$ cat config.mk
export PLATFORM = sky130hd
export DESIGN_NAME = slc_ram
export DESIGN_NICKNAME = d
export VERILOG_FILES = /design/src/design/slc_ram.sv
export SDC_FILE = /design/constraint.sdc
export NUM_CORES = 1
export LEC_CHECK = 0
export ABC_AREA = 1
export BUFFER_PORTS_ARGS = -buffer_cell sky130_fd_sc_hd__buf_2
export CAP_MARGIN = 20
export CORE_AREA = 2 2 280 282
export DETAILED_ROUTE_END_ITERATION = 12
export DIE_AREA = 0 0 282 284
export HOLD_SLACK_MARGIN = 0.08
export PLACE_DENSITY = 0.7
export SETUP_SLACK_MARGIN = 0.02
export SYNTH_ARGS = -nofsm -noshare
export SYNTH_HDL_FRONTEND = slang
export SYNTH_SLANG_ARGS = --single-unit
$ cat constraint.sdc
create_clock -name aclk -period 6.6 [get_ports aclk]
set_input_delay 0.66 -clock aclk [delete_from_list [all_inputs] [get_ports aclk]]
set_output_delay 0.66 -clock aclk [all_outputs]
set_load 0.1 [all_outputs]
$ cat src/design/slc_ram.sv
`default_nettype none

module slc_ram #(
    parameter int unsigned WIDTH = 16,
    parameter int unsigned DEPTH = 64
) (
    input  wire logic                     aclk,
    input  wire logic                     we,
    input  wire logic [$clog2(DEPTH)-1:0] waddr,
    input  wire logic [WIDTH-1:0]         wdata,
    input  wire logic [$clog2(DEPTH)-1:0] raddr,
    output logic      [WIDTH-1:0]         rdata
);

    logic [WIDTH-1:0] mem [DEPTH];

    always_ff @(posedge aclk) begin
        if (we) begin
            mem[waddr] <= wdata;
        end
        rdata <= mem[raddr];
    end

endmodule

`default_nettype wire

==> results.tsv <==
stage	metric	value	unit
final_layout	final_nets	3572	
run_status	status	finished clean	
hold_path	hp-start	raddr[5]	
die	ios	46	
pwr	vdd_ir_drop_max	0.245	mV
pwr	clockPowerShare	40.1	%
yosys	synth-seq-cells	1040	
pwr	swShare	22.8	%
worst_setup_path	reg2regPathDepth	8	
yosys	ys_top_cells_by_count	nand2_1 (1,296), edfxtp_1 (1,024), nand3_1 (871)	
timing	tightest_slew	1.05	ns
global_route	antenna_found_initial	11	
yosys	synth_edf_count	1024	
timing	setup_viol	0	
clocking	cts_max_level	3	
yosys	netlist_area	42100	um^2
timing	maxSlewViolCount	0	
clocking	ctsResizeCount	0	
final_layout	seq_area	31100	um^2
worst_setup_path	cp-end-kind	flip-flop	
pwr	power.density	298	nW/um^2
drt	via_count	27302	
die	die_h	284	um
worst_setup_path	regToRegSetupSlack	4.85	ns
clocking	postCtsSetupBuffers	0	
drt	final_antenna_net_count	0	
timing	hold_viol	0	
yosys	netlist_instances	3517	
drt	first_iter_violations	3268	
clocking	clk_latency	0.66	ns
die	die_w	282	um
timing	setup-tns-final	0	ns
yosys	synth-async-reset-ratio	0	%
worst_setup_path	startpoint_type	input port	
clocking	clockBufferDepth	3	
global_route	grt_max_degree	213	
pwr	p_comb_share	6.6	%
global_route	grt_pass1_wl	159	mm
place	dp.final_hpwl	54.1	mm
worst_setup_path	critPathMaxStageDelay	0.86	ns
pwr	p_int	10.6	mW
die	start_util	54.7	%
drt	routed_wl	106	mm
yosys	synthesis.nets	3547	
timing	rsz0062_at_grt	false	
drt	wire_per_inst	22.8	um
final_layout	multiInputGateArea	9590	um^2
global_route	grtUsageTotal	26.6	%
drt	drc	0	
place	numPortBuffers	45	
yosys	synthDominantCellAreaShare	73.0	%
global_route	grt_pass1_vias	25581	
worst_setup_path	path_buf_inv	3	
clocking	postCtsHoldBufs	0	
clocking	cts-root-buf	clkbuf_16	
yosys	yosysWarningCount	0	
timing	fmax	0.293	GHz
worst_setup_path	crit_arrival	3.97	ns
flow_run	drv_cap	0	
clocking	cts_inserted_buffers	104	
pwr	p_seq_share	53.3	%
worst_setup_path	crit_chain	buf_8, inv_16, buf_4, nand2_1, nand3_1, nand3_1, nand2_1, nand2_1, nand3_1, nand3_1, nand2_1	
timing	finalCritPeriodShare	51.6	%
die	core	77000	um^2
yosys	ys_types	16	
place	gp_congestion	0.815	
worst_setup_path	r2r_start	mem[59][12]	
yosys	avgSynthCellArea	12.0	um^2
hold_path	min_delay_path_depth	3	
final_layout	drive_above_1_share	8.02	%
global_route	overflow	0	
yosys	synth_ff_type	edfxtp_1	
worst_setup_path	crit_path_top_delay_cell	buf_4	
clocking	cts.clk_slew.worst_paths	0.06	ns
worst_setup_path	crit_required	7.17	ns
pwr	p_switching	3.14	mW
yosys	ys_seq_area_share	73.8	%
worst_setup_path	worstSetupPathType	in2reg	
timing	timing.hold.ws	0.498	ns
yosys	synthTopCellsByArea	edfxtp_1 (73%), nand2_1 (12%), nand3_1 (10%)	
timing	maxSlewHeadroom	30.3	%
die	rows	102	
final_layout	synthToLayoutAreaGrowth	9.87	%
hold_path	worst_hold_path.endpoint	rdata[11]	
final_layout	final_util	60.1	%
clocking	cts_tree	built	
hold_path	hold_path_class	in2reg	
final_layout	num-fill-cells	5966	
timing	fin_skew	0.0188	ns
drt	drt_first_pass_iters	6	
worst_setup_path	reg2reg_to	rdata[12]	
clocking	clock-sinks	1040	
die	die_area	80100	um^2
pwr	p_leak	16.6	nW
worst_setup_path	cp_top_family	buffers and inverters	
worst_setup_path	crit_fanout	212	
yosys	yosysTopAreaCell	edfxtp_1	
yosys	synth_most_common_cell	nand2_1	
timing	post-route-min-period	3.41	ns
drt	via_per_inst	5.84	
[stage by stage]
stage                     total power [mW]  instance area [um^2]  std cells  setup WS (ns)
after global routing                  14.1                 46200       4669           3.16
after detailed placement              8.37                 43100       4476           2.84
final                                 13.8                 46300       4672           3.19
after CTS                             13.8                 46200       4668           3.45
after global placement                8.36                 43100       4476           2.85
after floorplan                       8.05                 42100       3517           3.39
[cell type report]
type	instances	area share, %
Sequential cell	1040	67.2
Multi-Input combinational cell	2240	20.7
Clock buffer	129	5.92
Tap cell	1040	2.81
Timing Repair Buffer	144	2.25
Clock inverter	63	0.928
Inverter	12	0.157
Antenna cell	4	0.0216
[per-layer routing]
metal | up-vias | share of wire (%) | GRT usage, %
met5 | - | 0.045 | 0
met4 | 8 | 3.1 | 8.39
met3 | 221 | 10 | 4.78
met2 | 1387 | 47 | 41.7
met1 | 13241 | 40 | 38.1
li1 | 12445 | - | -
[sequential cells by signal (all words and copies together) (netlist names)]
| register | flops |
|---|---|
| rdata | 16 |
| mem | 1024 |
[cells in the final DEF (no fill, tap or decap), types with 16 or more instances in the layout]
cell type  instances
buf_4             96
clkinv_1          34
clkbuf_16        106
edfxtp_1        1024
nand2_1         1296
nand3_1          871
clkinv_2          17
buf_2             42
nor2_1            56
dfxtp_1           16
clkbuf_1          23
[worst max path at each step]
stage | startpoint | to | slack [ns] | cells after the start
finish | raddr[0] | rdata[12] | 3.19 | 11
global route | raddr[0] | rdata[12] | 3.16 | 11
CTS | raddr[0] | rdata[10] | 3.45 | 11
detailed placement | raddr[0] | rdata[7] | 2.84 | 11
global placement | raddr[0] | rdata[12] | 2.85 | 11
floorplan | we | mem[48][0] | 3.39 | 3
[power groups by stage]
stage               sequential (mW)  combinational [mW]  clock, mW
floorplan                      7.56               0.489          0
global placement               7.48               0.883          0
detailed placement             7.48               0.895          0
CTS                            7.34               0.899       5.58
global route                   7.34               0.978       5.81
finish                         7.34               0.904       5.52
[cell families after synthesis]
kind of cell | share of synthesized area [%]
AND/OR/NAND/NOR | 22.7
flip-flops | 73.8
buffers and inverters | 3.54
[tightest hold or removal path, cell delays in order]
cell and delay [ns]:
buf_2 0.26, nand3_1 0.15, nand2_1 0.04
No activity file was read; power rests on OpenSTA's default activity.
