[config.mk]
export PLATFORM = sky130hd
export DESIGN_NAME = slc_best
export DESIGN_NICKNAME = d
export VERILOG_FILES = /design/src/design/slc_best.sv
export SDC_FILE = /design/constraint.sdc
export NUM_CORES = 1
export LEC_CHECK = 0
export ABC_AREA = 1
export BUFFER_PORTS_ARGS = -buffer_cell sky130_fd_sc_hd__buf_2
export CAP_MARGIN = 20
export CORE_MARGIN = 2
export CORE_UTILIZATION = 49
export CTS_CLUSTER_DIAMETER = 40
export CTS_CLUSTER_SIZE = 20
export DETAILED_ROUTE_END_ITERATION = 10
export PLACE_DENSITY = 0.86
export SLEW_MARGIN = 20
export SYNTH_ARGS = -nofsm -noshare
export SYNTH_HDL_FRONTEND = slang
export SYNTH_SLANG_ARGS = --single-unit
[constraint.sdc]
create_clock -name aclk -period 3.1 [get_ports aclk]
set_input_delay 0.62 -clock aclk [delete_from_list [all_inputs] [get_ports aclk]]
set_output_delay 0.62 -clock aclk [all_outputs]
set_load 0.01 [all_outputs]
[src/design/slc_best.sv]
`default_nettype none

// Running minimum of (distance, earlier position, later position) over the
// matrix entries of one merge round.
module slc_best #(
    parameter int unsigned PW = 6,
    parameter int unsigned DW = 16
) (
    input  wire logic          aclk,
    input  wire logic          aresetn,
    input  wire logic          clear,
    input  wire logic          cmp_en,
    input  wire logic [DW-1:0] d,
    input  wire logic [PW-1:0] a,
    input  wire logic [PW-1:0] b,
    input  wire logic [PW-1:0] name_a,
    input  wire logic [PW-1:0] name_b,
    output logic      [DW-1:0] best_d,
    output logic      [PW-1:0] best_a,
    output logic      [PW-1:0] best_b,
    output logic      [PW-1:0] best_name_a,
    output logic      [PW-1:0] best_name_b
);

    logic          have_reg;
    logic [DW-1:0] d_reg;
    logic [PW-1:0] a_reg, b_reg, na_reg, nb_reg;
    logic          take;

    always_comb begin
        take = 1'b0;
        if (cmp_en && (a < b)) begin
            if (!have_reg || (d < d_reg)) begin
                take = 1'b1;
            end else if (d == d_reg) begin
                take = (a < a_reg) || ((a == a_reg) && (b < b_reg));
            end
        end
    end

    always_ff @(posedge aclk) begin
        if (!aresetn) begin
            have_reg <= 1'b0;
        end else if (clear) begin
            have_reg <= 1'b0;
        end else if (take) begin
            have_reg <= 1'b1;
        end
    end

    always_ff @(posedge aclk) begin
        if (take) begin
            d_reg  <= d;
            a_reg  <= a;
            b_reg  <= b;
            na_reg <= name_a;
            nb_reg <= name_b;
        end
    end

    assign best_d      = d_reg;
    assign best_a      = a_reg;
    assign best_b      = b_reg;
    assign best_name_a = na_reg;
    assign best_name_b = nb_reg;

endmodule

`default_nettype wire

==> summary.md <==
| Metric | Value |
|---|---|
| Vias in the first global route | `between 1500 and 2000` |
| Worst slew margin | `72.1%` |
| XOR/XNOR share of the synthesized area | `0%` |
| Die Height | `70.3 um` |
| CTS tree | `built` |
| Num CTS Buffers | `5` |
| Worst-skew pair later-pin latency | `0.29 ns` |
| Via count | `1608` |
| Post-DRT Antenna Nets | `0` |
| Ys Warns | `0` |
| Sequence of cells on the critical path | `buf_2 -> ha_1 -> nand2_1 -> nor3_1 -> nand3_1 -> nand2_1 -> nand2_1 -> nand3_1 -> nand2_1 -> inv_1 -> buf_4` |
| Htree depth | `2` |
| Seq cells post-synth | `41` |
| Starting Density | `50.2%` |
| Synth Area in Simple Gates | `11.7%` |
| Fillcell total | `363` |
| Longest Clk Path Bufs | `2` |
| Global-route wire length before repair | `around 6800 um` |
| Hold Crit Class | `reg2reg` |
| Reg2reg end | `best_d[2]` |
| Clk root buf | `clkbuf_8` |
| Inst Count DP | `336` |
| FF-to-FF setup slack | `0.95 ns` |
| HP Start | `have_reg` |
| FF+latch area | `1220 um^2` |
| Setup TNS Final | `0 ns` |
| Max-cap viol count | `0` |
| Synthesized area per cell | `10.8 um^2` |
| Setup CP Type | `in2reg` |
| Main combinational cell family by area after synthesis | `adder cells` |
| GR Overflow Total | `0` |
| Hold depth | `2` |
| Top cell by count, worst path | `nand2_1` |
| Adder-Cell Fraction of Synth Area | `18.6%` |
| Netlist Area Pre-Place | `2160 um^2` |
| Fin. Hold Viols | `0` |
| DR WL/cell | `~12 um` |
| Post-CTS sizing | `0` |
| Worst setup SP type | `input pin` |
| Drt drc | `0` |
| Status | `complete, no violations` |
| Syn Nets | `275` |
| Register area share after synthesis | `56.6%` |
| Initial drt markers | `64` |
| Pin count of the biggest net entering global routing | `32` |
| Worst r2r src | `best_a[5]` |
| Cts hold-fix bufs | `0` |
| RePlAce Congestion | `roughly 0.76` |
| Max FFs per register | `16` |
| Area of the multi-input gates | `~740 um^2` |
| Syn Inst Count | `roughly 200` |
| Compound-Gate Fraction of Synth Area | `3.83%` |
| RSZ-0062 raised after global routing | `false` |
| Share of cells above drive strength 1 | `34.2%` |
| CTS Sinks | `a little over 40` |
| Crit end category | `register` |
| Crit-path max FO | `31` |
| Die area | `4950 um^2` |
| Fin. max-slew vios | `0` |
| WHS Endpoint | `have_reg` |
| I/O Buffers | `83` |
| First-pass DRT Iterations | `4` |
| Tightest Pin Transition | `0.419 ns` |
| Post-CTS Setup Inserts | `0` |
| Layout Skew | `about 0.0074 ns` |
| Register clock-pin slew on the reported worst setup and hold paths | `about 0.07 ns` |
| CP required | `approximately 3 ns` |
| Area grow syn2layout | `27.9%` |
| Pwr/cell area | `476 nW/um^2` |
| DPL Wire Length | `3300 um` |
| Core area | `4290 um^2` |
| Final wirelength | `4160 um` |
| VDD IR-drop max | `0.286 mV` |
| Max Clk Rate | `roughly 450 MHz` |
| Chip width | `around 70 um` |
| Static leakage | `1.46 nW` |
| I/O pin count | `between 80 and 90` |
| Antenna cells | `0` |
| Post-synthesis mux area share | `0%` |
| Setup violators final | `0` |
| Initial antenna violation count | `0` |
| Via density | `approximately 4.7` |
| Period utilization | `a little under three quarters` |
| Final Non-Filler Cells | `between 300 and 400` |
| Post-synth cell types | `18` |
| CP max stage delay | `0.37 ns` |
| Minimum clock period | `2.20 ns` |
| Slowest cell on the critical path | `buf_4` |
| Final nets | `367` |
| WP data arrival | `2.15 ns` |
| GRT Total Usage | `17.8%` |
| Site Rows | `24` |
| Reg2Reg Depth | `11` |
critical path, delay by kind of cell:
kind | cells | cell delay, ns
adders and majority gates | 1 | 0.29
and+or+nand+nor | 7 | 0.65
buffers and inverters | 3 | 0.56
layout make-up:
class                   count  area share (%)
clock buffers               6            2.63
clock inverters             2            1.23
inverters                  53            7.21
multi-input cells         105            26.7
flip-flops and latches     41            44.3
well taps                  52            2.36
repair buffers             85            15.6
power breakdown:
group	leakage (nW)	internal [mW]	switching (mW)
combinational	1.02	0.0950	0.134
sequential	0.386	0.656	0.0141
clock	0.0528	0.238	0.177
worst max-delay path by stage:
stage,cells after the start,startpoint,to,slack (ns)
after CTS,11,a[5],best_d[3],0.90
after detailed placement,11,a[5],best_name_a[5],0.59
after global placement,12,b[5],best_b[0],0.64
after floorplan,9,d[15],best_a[0],0.48
after global routing,11,a[5],best_b[3],0.76
final,11,a[5],best_d[2],0.90
logic make-up (layout without fill, tap and decap cells):
| logic type | Yosys count | count (layout) |
|---|---|---|
| compound gates | 15 | 15 |
| fa+ha+maj | 32 | 32 |
| buf+inv | 53 | 146 |
| flops | 41 | 41 |
| simple gates | 58 | 58 |
layout by cell type, fill, tap and decap left out, drive strengths merged:
master / Yosys / routed
buf: 0 / 85
inv: 53 / 53
edfxtp: 40 / 40
nand2: 40 / 40
ha: 32 / 32
a21oi: 8 / 8
nor2: 8 / 8
nand3: 6 / 6
clkbuf: 0 / 6
o21ai: 4 / 4
nor3: 2 / 2
o21bai: 2 / 2
nand4: 2 / 2
a211oi: 1 / 1
clkinv: 0 / 1
bufinv: 0 / 1
dfxtp: 1 / 1
per-stage QoR:
stage	setup slack, ns	util [%]	area [um^2]	hold WS, ns	total power, mW
floorplan	0.484	-	2160	0.440	0.812
global placement	0.635	61.7	2650	0.463	0.903
detailed placement	0.595	61.7	2650	0.468	0.912
CTS	0.904	64.2	2760	0.486	1.33
global route	0.757	64.2	2760	0.485	1.38
finish	0.897	64.2	2760	0.486	1.31
synth_stat cells (all sizes together):
| library cell | count | area [um^2] |
|---|---|---|
| inv | 53 | 199 |
| nor2 | 8 | 42.5 |
| edfxtp | 40 | 1200 |
| nor3 | 2 | 10.0 |
| nand4 | 2 | 12.5 |
| o21ai | 4 | 20.0 |
| nand2 | 40 | 158 |
| o21bai | 2 | 15.0 |
| dfxtp | 1 | 20.0 |
| a21oi | 8 | 40.0 |
| nand3 | 6 | 30.0 |
| a211oi | 1 | 7.51 |
| ha | 32 | 400 |
per-layer routing:
metal,share of wire (%),wire length (um),GRT usage (%),vias to the layer above
met1,40,1660,20.2,723
li1,-,-,-,831
met3,6.6,274,5.19,7
met4,1.7,70,8.12,0
met2,52,2150,30.9,47
met5,0,0,0,-
Power figures use the tool's default switching activity.
